**config.mk**
```make
export PLATFORM = sky130hd
export DESIGN_NAME = n_queens_solution_enumerator
export DESIGN_NICKNAME = d
export VERILOG_FILES = /design/src/hdl/nqe_pkg.sv /design/src/hdl/nqe_mask_unit.sv /design/src/hdl/n_queens_solution_enumerator.sv
export SDC_FILE = /design/constraint.sdc
export NUM_CORES = 1
export LEC_CHECK = 0
export BUFFER_PORTS_ARGS = -buffer_cell sky130_fd_sc_hd__buf_2
export CORE_MARGIN = 1.5
export CORE_UTILIZATION = 67
export CTS_CLUSTER_DIAMETER = 80
export CTS_CLUSTER_SIZE = 12
export DETAILED_ROUTE_END_ITERATION = 8
export PLACE_DENSITY = 0.95
export SLEW_MARGIN = 20
export SYNTH_ARGS = -nofsm -noshare
export SYNTH_HDL_FRONTEND = slang
export SYNTH_SLANG_ARGS = --single-unit
```
**constraint.sdc**
```tcl
create_clock -name aclk -period 11.4 [get_ports aclk]
set_clock_uncertainty 0.15 [all_clocks]
set_input_delay 0.57 -clock aclk [delete_from_list [all_inputs] [get_ports aclk]]
set_output_delay 0.57 -clock aclk [all_outputs]
set_load 0.05 [all_outputs]
```
**src/hdl/nqe_pkg.sv**
```systemverilog
// Shared types and constants for the N-queens solution enumerator.
// No dependencies; imported by nqe_mask_unit, n_queens_solution_enumerator and its bench.
package nqe_pkg;

    // Default and limits of the largest supported board.
    localparam int MAX_QUEENS_DEF = 8;

    // Configuration register: board size in use.
    localparam int          BOARD_SIZE_W     = 4;
    localparam logic [3:0]  BOARD_SIZE_RESET = 4'd8;

    // Result format: three bits of row per column, eight columns reported.
    localparam int PLACE_ROW_W = 3;
    localparam int PLACE_COLS  = 8;
    localparam int PLACEMENT_W = PLACE_ROW_W * PLACE_COLS;

    // Width of a counter that holds 0 to max_q inclusive.
    function automatic int count_width(input int max_q);
        return $clog2(max_q + 1);
    endfunction

    // Width of a row index 0 to max_q - 1, at least one bit.
    function automatic int index_width(input int max_q);
        return (max_q > 1) ? $clog2(max_q) : 1;
    endfunction

endpackage

```
**src/hdl/nqe_mask_unit.sv**
```systemverilog
// Shared conflict test and mask update for one (row, column) square.
// Depends on nqe_pkg for the width helpers.
module nqe_mask_unit #(
    parameter int MAX_QUEENS = nqe_pkg::MAX_QUEENS_DEF
) (
    input  logic [nqe_pkg::count_width(MAX_QUEENS)-1:0] row,
    input  logic [nqe_pkg::count_width(MAX_QUEENS)-1:0] col,
    input  logic [MAX_QUEENS-1:0]                       rows_taken,
    input  logic [2*MAX_QUEENS-2:0]                     sum_diag_taken,
    input  logic [2*MAX_QUEENS-2:0]                     diff_diag_taken,
    output logic                                        free,
    output logic [MAX_QUEENS-1:0]                       rows_set,
    output logic [2*MAX_QUEENS-2:0]                     sum_diag_set,
    output logic [2*MAX_QUEENS-2:0]                     diff_diag_set,
    output logic [MAX_QUEENS-1:0]                       rows_clr,
    output logic [2*MAX_QUEENS-2:0]                     sum_diag_clr,
    output logic [2*MAX_QUEENS-2:0]                     diff_diag_clr
);
    import nqe_pkg::*;

    localparam int CntW  = count_width(MAX_QUEENS);
    localparam int IdxW  = CntW + 1;
    localparam int DiagW = 2 * MAX_QUEENS - 1;

    logic [IdxW-1:0]       sum_idx;
    logic [IdxW-1:0]       diff_idx;
    logic [MAX_QUEENS-1:0] row_bit;
    logic [DiagW-1:0]      sum_bit;
    logic [DiagW-1:0]      diff_bit;

    // Diagonal indexes: row plus column, and row minus column offset to stay positive.
    assign sum_idx  = IdxW'(row) + IdxW'(col);
    assign diff_idx = IdxW'(row) + IdxW'(MAX_QUEENS - 1) - IdxW'(col);

    // One-hot selects of the square's row and its two diagonals.
    assign row_bit  = MAX_QUEENS'(1) << row;
    assign sum_bit  = DiagW'(1) << sum_idx;
    assign diff_bit = DiagW'(1) << diff_idx;

    // The square is free when none of its three lines is occupied.
    assign free = ((rows_taken & row_bit) == '0)
               && ((sum_diag_taken & sum_bit) == '0)
               && ((diff_diag_taken & diff_bit) == '0);

    // Masks with the queen placed on, or lifted from, this square.
    assign rows_set      = rows_taken | row_bit;
    assign sum_diag_set  = sum_diag_taken | sum_bit;
    assign diff_diag_set = diff_diag_taken | diff_bit;
    assign rows_clr      = rows_taken & ~row_bit;
    assign sum_diag_clr  = sum_diag_taken & ~sum_bit;
    assign diff_diag_clr = diff_diag_taken & ~diff_bit;

endmodule

```
**src/hdl/n_queens_solution_enumerator.sv**
```systemverilog
// Top level of the N-queens solution enumerator: sequencer, search stack and masks.
// Depends on nqe_pkg and instantiates nqe_mask_unit.
//
// Usage:
//   Each transfer on the s_ channel asks for one solution. With s_restart high
//   (or when no search is running) the search starts over and the first
//   placement of the board is returned; with s_restart low the next one is.
//   Each request yields exactly one transfer on the m_ channel: m_found with
//   m_placement (three row bits per column, column 0 lowest), or m_exhausted
//   once every solution has been delivered, repeated until a restart.
//   cfg_we writes the board size (0 counts as 1, values above MAX_QUEENS are
//   clamped) and makes the next request start a fresh search.
// Timing:
//   The shared mask unit tests one square or lifts one queen per cycle. A request
//   is first accepted; when it resumes a search the last queen is lifted; then
//   come the square tests and backtracks, the check for a full board, and the
//   load of the output register. A request to a search that is already exhausted
//   goes straight to the output register. s_ready is high only while the
//   sequencer is idle. The result sits in an output register, so a new request is
//   taken while m_valid waits; a finished search holds until the receiver takes
//   the previous result.
// Reset: search state and board size (8) are set, no result is pending.
module n_queens_solution_enumerator #(
    parameter int MAX_QUEENS = nqe_pkg::MAX_QUEENS_DEF
) (
    input  logic                             aclk,
    input  logic                             aresetn,
    // Configuration write port.
    input  logic                             cfg_we,
    input  logic [nqe_pkg::BOARD_SIZE_W-1:0] cfg_wdata,
    // Request channel.
    input  logic                             s_valid,
    output logic                             s_ready,
    input  logic                             s_restart,
    // Result channel.
    output logic                             m_valid,
    input  logic                             m_ready,
    output logic [nqe_pkg::PLACEMENT_W-1:0]  m_placement,
    output logic                             m_found,
    output logic                             m_exhausted
);
    import nqe_pkg::*;

    localparam int CntW     = count_width(MAX_QUEENS);
    localparam int RowW     = index_width(MAX_QUEENS);
    localparam int DiagW    = 2 * MAX_QUEENS - 1;
    localparam int PackCols = (MAX_QUEENS < PLACE_COLS) ? MAX_QUEENS : PLACE_COLS;

    // Sequencer states.
    localparam logic [1:0] ST_IDLE   = 2'd0;
    localparam logic [1:0] ST_SEARCH = 2'd1;
    localparam logic [1:0] ST_POP    = 2'd2;
    localparam logic [1:0] ST_EMIT   = 2'd3;

    logic [1:0]              st_reg, st_next;
    logic [CntW-1:0]         col_reg, col_next;
    logic [CntW-1:0]         row_reg, row_next;
    logic [RowW-1:0]         stack_reg [MAX_QUEENS];
    logic [MAX_QUEENS-1:0]   rows_reg, rows_next;
    logic [DiagW-1:0]        sum_reg, sum_next;
    logic [DiagW-1:0]        diff_reg, diff_next;
    logic                    started_reg, started_next;
    logic                    done_reg, done_next;
    logic                    got_reg, got_next;
    logic [BOARD_SIZE_W-1:0] bsize_reg;
    logic                    m_valid_reg, m_valid_next;
    logic [PLACEMENT_W-1:0]  m_placement_reg, m_placement_next;
    logic                    m_found_reg, m_found_next;
    logic                    m_exhausted_reg, m_exhausted_next;

    logic                    s_transfer;
    logic                    out_free;
    logic [CntW-1:0]         n_eff;
    logic [CntW-1:0]         col_m1;
    logic [CntW-1:0]         top_row;
    logic                    pop_sel;
    logic                    stack_we;
    logic [CntW-1:0]         mu_row, mu_col;
    logic                    mu_free;
    logic [MAX_QUEENS-1:0]   mu_rows_set, mu_rows_clr;
    logic [DiagW-1:0]        mu_sum_set, mu_sum_clr, mu_diff_set, mu_diff_clr;
    logic [PLACEMENT_W-1:0]  packed_rows;

    assign s_ready    = (st_reg == ST_IDLE);
    assign s_transfer = s_valid && s_ready;
    assign out_free   = !m_valid_reg || m_ready;

    // Effective board size: zero counts as one, large values clamp.
    always_comb begin
        if (bsize_reg == '0) begin
            n_eff = CntW'(1);
        end else if (int'(bsize_reg) > MAX_QUEENS) begin
            n_eff = CntW'(MAX_QUEENS);
        end else begin
            n_eff = CntW'(bsize_reg);
        end
    end

    // Top of the stack: the queen of the previous column.
    assign col_m1  = col_reg - CntW'(1);
    assign top_row = CntW'(stack_reg[col_m1[RowW-1:0]]);

    // The mask unit looks at the top of the stack when backtracking.
    assign pop_sel = (st_reg == ST_POP) || (row_reg >= n_eff);
    assign mu_row  = pop_sel ? top_row : row_reg;
    assign mu_col  = pop_sel ? col_m1 : col_reg;

    nqe_mask_unit #(
        .MAX_QUEENS(MAX_QUEENS)
    ) u_mask (
        .row            (mu_row),
        .col            (mu_col),
        .rows_taken     (rows_reg),
        .sum_diag_taken (sum_reg),
        .diff_diag_taken(diff_reg),
        .free           (mu_free),
        .rows_set       (mu_rows_set),
        .sum_diag_set   (mu_sum_set),
        .diff_diag_set  (mu_diff_set),
        .rows_clr       (mu_rows_clr),
        .sum_diag_clr   (mu_sum_clr),
        .diff_diag_clr  (mu_diff_clr)
    );

    // Pack the rows of the reported columns for the result.
    always_comb begin
        packed_rows = '0;
        for (int c = 0; c < PackCols; c++) begin
            if (CntW'(c) < n_eff) begin
                packed_rows[PLACE_ROW_W*c +: PLACE_ROW_W] = PLACE_ROW_W'(stack_reg[c]);
            end
        end
    end

    // Sequencer: takes requests, searches with one square test or one backtrack per cycle, and loads the result.
    always_comb begin
        st_next          = st_reg;
        col_next         = col_reg;
        row_next         = row_reg;
        rows_next        = rows_reg;
        sum_next         = sum_reg;
        diff_next        = diff_reg;
        started_next     = started_reg;
        done_next        = done_reg;
        got_next         = got_reg;
        stack_we         = 1'b0;
        m_valid_next     = m_valid_reg && !m_ready;
        m_placement_next = m_placement_reg;
        m_found_next     = m_found_reg;
        m_exhausted_next = m_exhausted_reg;

        case (st_reg)
            ST_IDLE: begin
                if (s_transfer) begin
                    if (s_restart || !started_reg) begin
                        // Fresh search from an empty board.
                        rows_next    = '0;
                        sum_next     = '0;
                        diff_next    = '0;
                        col_next     = '0;
                        row_next     = '0;
                        started_next = 1'b1;
                        done_next    = 1'b0;
                        st_next      = ST_SEARCH;
                    end else if (!done_reg) begin
                        // Resume by lifting the last queen.
                        st_next = ST_POP;
                    end else begin
                        got_next = 1'b0;
                        st_next  = ST_EMIT;
                    end
                end
            end
            ST_SEARCH: begin
                if (col_reg >= n_eff) begin
                    got_next = 1'b1;
                    st_next  = ST_EMIT;
                end else if (row_reg >= n_eff) begin
                    // Column out of rows: backtrack.
                    if (col_reg == '0) begin
                        got_next  = 1'b0;
                        done_next = 1'b1;
                        st_next   = ST_EMIT;
                    end else begin
                        rows_next = mu_rows_clr;
                        sum_next  = mu_sum_clr;
                        diff_next = mu_diff_clr;
                        col_next  = col_m1;
                        row_next  = top_row + CntW'(1);
                    end
                end else if (mu_free) begin
                    // Place the queen and move to the next column.
                    rows_next = mu_rows_set;
                    sum_next  = mu_sum_set;
                    diff_next = mu_diff_set;
                    stack_we  = 1'b1;
                    col_next  = col_reg + CntW'(1);
                    row_next  = '0;
                end else begin
                    row_next = row_reg + CntW'(1);
                end
            end
            ST_POP: begin
                if (col_reg == '0) begin
                    got_next  = 1'b0;
                    done_next = 1'b1;
                    st_next   = ST_EMIT;
                end else begin
                    rows_next = mu_rows_clr;
                    sum_next  = mu_sum_clr;
                    diff_next = mu_diff_clr;
                    col_next  = col_m1;
                    row_next  = top_row + CntW'(1);
                    st_next   = ST_SEARCH;
                end
            end
            ST_EMIT: begin
                // Load the output register once the previous result has gone.
                if (out_free) begin
                    m_valid_next     = 1'b1;
                    m_placement_next = got_reg ? packed_rows : '0;
                    m_found_next     = got_reg;
                    m_exhausted_next = !got_reg;
                    st_next          = ST_IDLE;
                end
            end
            default: begin
                st_next = ST_IDLE;
            end
        endcase

        // A size write forces a fresh search on the next request.
        if (cfg_we) begin
            started_next = 1'b0;
        end
    end

    // Control state.
    always_ff @(posedge aclk) begin
        if (!aresetn) begin
            st_reg      <= ST_IDLE;
            col_reg     <= '0;
            row_reg     <= '0;
            rows_reg    <= '0;
            sum_reg     <= '0;
            diff_reg    <= '0;
            started_reg <= 1'b0;
            done_reg    <= 1'b0;
            got_reg     <= 1'b0;
            bsize_reg   <= BOARD_SIZE_RESET;
            m_valid_reg <= 1'b0;
        end else begin
            st_reg      <= st_next;
            col_reg     <= col_next;
            row_reg     <= row_next;
            rows_reg    <= rows_next;
            sum_reg     <= sum_next;
            diff_reg    <= diff_next;
            started_reg <= started_next;
            done_reg    <= done_next;
            got_reg     <= got_next;
            m_valid_reg <= m_valid_next;
            if (cfg_we) begin
                bsize_reg <= cfg_wdata;
            end
        end
    end

    // Search stack and result payload.
    always_ff @(posedge aclk) begin
        if (stack_we) begin
            stack_reg[col_reg[RowW-1:0]] <= RowW'(row_reg);
        end
        m_placement_reg <= m_placement_next;
        m_found_reg     <= m_found_next;
        m_exhausted_reg <= m_exhausted_next;
    end

    assign m_valid     = m_valid_reg;
    assign m_placement = m_placement_reg;
    assign m_found     = m_found_reg;
    assign m_exhausted = m_exhausted_reg;

    // Every placed queen occupies exactly one row and one line of each diagonal kind.
    a_rows_match_depth: assert property (@(posedge aclk) disable iff (!aresetn)
        $countones(rows_reg) == int'(col_reg))
        else $error("row mask does not match stack depth");

    a_diags_match_depth: assert property (@(posedge aclk) disable iff (!aresetn)
        ($countones(sum_reg) == int'(col_reg)) && ($countones(diff_reg) == int'(col_reg)))
        else $error("diagonal masks do not match stack depth");

    // A result is either a solution or the end of the search.
    a_result_kind: assert property (@(posedge aclk) disable iff (!aresetn)
        m_valid |-> (m_found != m_exhausted))
        else $error("result must be exactly one of found or exhausted");

    // The end-of-search report carries an empty placement.
    a_exhausted_empty: assert property (@(posedge aclk) disable iff (!aresetn)
        (m_valid && m_exhausted) |-> (m_placement == '0))
        else $error("exhausted result with nonzero placement");

    // An accepted request leaves the sequencer busy on the next cycle.
    a_busy_after_accept: assert property (@(posedge aclk) disable iff (!aresetn)
        s_transfer |=> !s_ready)
        else $error("sequencer idle right after accepting a request");

endmodule

```
==> results_dict.tcl <==
set metrics [dict create \
    status "completed" \
    firstDrtPassIters 5 \
    synthFlopType "dfxtp_1" \
    report.final.slew_viol_count 0 \
    fin_crit_ps 6420 \
    synth_top_family_by_area "simple AND/OR/NAND/NOR gates" \
    cts.sinks 106 \
    rsz0062_at_grt "no" \
    syn_nets 742 \
    ctsHoldBuffers 0 \
    remaining_drc_errors 0 \
    ys_ff_latch 106 \
    ir_worst_vdd_uv 149 \
    drive_gt1_frac 0.131 \
    max_freq_mhz 156 \
    vias_per_cell 6.67 \
    num_vias 5678 \
    die_area_um2 10500 \
    n_antenna_cell 0 \
    path_clk_slew_ps 100 \
    cts_buffer_depth 2 \
    cts_tree "built" \
    min_path_type "in2reg" \
    crit_type "reg2reg" \
    syn_inst 703 \
    synth-simple-area-share 0.193 \
    ys_seq_area_frac 0.397 \
    ioPinCount 38 \
    cts_resized 0 \
    setup_tns_ps 0 \
    place_area_um2 6790 \
    avgSynthCellArea_um2 9.41 \
    fin_area_um2 7000 \
    die-height_um 102 \
    insertion_delay_ps 390 \
    syn_area_um2 6610 \
    m1WireLength_um 6270 \
    cp-start-kind "flop" \
    yosys_warnings 0 \
    top_layer_used "met4" \
    slew_headroom 0.287 \
    crit_arrival_ps 6300 \
    hpwl_um 11200 \
    nNetsFinal 752 \
    cp.required_ps 11280 \
    rows 36 \
    synth_edf_count 50 \
    fin_crit_sh 0.564 \
    ant_nets 0 \
    grt_max_degree 47 \
    syn_to_final_growth_pct 5.79 \
    grt_overflow_total 0 \
    cap_violations 0 \
    worst_slew_pin_slew_ps 1070 \
    wl_per_cell_um 18.8 \
    coreArea_um2 9680 \
    p_leak_uw 0.00266 \
    htreeDepth 3 \
    antenna_found_initial 0 \
    synth_fa_ha_area_frac 0.0571 \
    worstPathMaxFanout 13 \
    cp-end-kind "flop" \
    grt_util_all_layers 0.322 \
    die_w_um 102 \
    wl_um 16000 \
    synth_cell_types 73 \
    wl_met3_um 1090 \
    grt_pass1_wl_um 25900 \
    synth_mux_area_frac 0.108 \
    numPortBuffers 37 \
    yosys.area_share.xor_xnor 0.0157 \
    p_per_area_nw_per_um2 248 \
    cts_setup_buffers 0 \
    initial_core_util 0.683 \
    hold_viol_final 0 \
    dr_wl_met2_um 7960 \
    drt_iter0_markers 353 \
    synth_compound_area_frac 0.182 \
    cts-root-buf "clkbuf_8" \
    gp_congestion 0.923 \
    cts_made_buffers 9 \
    grt_pass1_vias 5354 \
    synthArstFlopShare 0 \
    setup_viol 0 \
]
==> cells by family after synthesis <==
group,count (synthesis)
simple gates,266
compound gates,167
buf+inv,66
xor+xnor,11
flops,106
mux,58
fa+ha+maj,29
==> area by class of cell <==
class / count / area (µm²)
sequential: 106 / 2620
multi-input combinational: 531 / 3690
clock inverter: 6 / 72.6
inverter: 22 / 82.6
clock buffer: 10 / 128
fill: 682 / 2690
tap: 133 / 166
timing repair buffer: 43 / 230
==> path summary, 6_finish.rpt <==
check | cells past startpoint | slack, ps | from | to
worst max-delay path | 16 | 4980 | col_reg[1] | stack_reg[0][2]
worst min-delay path | 3 | 290 | cfg_wdata[3] | bsize_reg[3]
worst max register to register | 16 | 4980 | col_reg[1] | stack_reg[0][2]
worst min register to register | 2 | 330 | rows_reg[1] | rows_reg[1]
==> cells in the final DEF, fill, tap and decap left out, types with 19 or more instances in the layout <==
cell type	instances
inv_1	19
mux2i_1	36
nand2_1	96
edfxtp_1	50
buf_2	37
o21ai_0	32
nand3_1	20
a21oi_1	26
nor2_1	52
ha_1	27
dfxtp_1	56
==> worst max-delay path, cell delays in order (launching register included) <==
cell and delay (ps):
dfxtp_1 560, inv_1 120, ha_1 670, mux2_2 440, mux4_2 560, nor2_1 140
a21oi_1 90, ha_1 320, ha_1 230, fa_1 450, xnor2_1 270, or3_1 350
a21o_1 130, nand4_1 180, nor4_1 600, nand3_1 260, nor3_1 540
==> layer usage <==
layer,vias to the layer above,track usage
met1,2692,0.379
met4,0,0.191
met2,303,0.561
li1,2622,-
met5,-,0
met3,61,0.0410
==> cells in the mapped netlist, types with 15 or more instances <==
master    number  area share
a21oi_1       27       0.020
ha_1          27       0.051
clkbuf_1      35       0.020
nand2_1       96       0.054
nor2_1        52       0.030
mux2i_1       36       0.054
dfxtp_1       56        0.17
and3_1        15       0.014
edfxtp_1      50        0.23
inv_1         19       0.011
nor3_1        15       0.011
nand3_1       20       0.015
and2_1        18       0.017
o21ai_0       32       0.024
==> power by group <==
group          switching, µW  leakage, µW  internal [µW]
clock                    138    0.0000975            104
sequential              33.2     0.000925            439
combinational            695      0.00164            328
total                    866      0.00266            871
==> per-stage QoR <==
step | setup WS, ps | hold WS, ps | total power, µW | cells | utilization
CTS | 5130 | 274 | 1710 | 851 | 0.722
global placement | 5390 | 297 | 1430 | 835 | 0.701
floorplan | 6040 | 288 | 1300 | 703 | -
detailed placement | 5160 | 310 | 1470 | 835 | 0.701
finish | 4980 | 285 | 1740 | 851 | 0.722
global route | 4650 | 315 | 1830 | 851 | 0.722
Note: power is estimated with default switching activity, not from simulation.
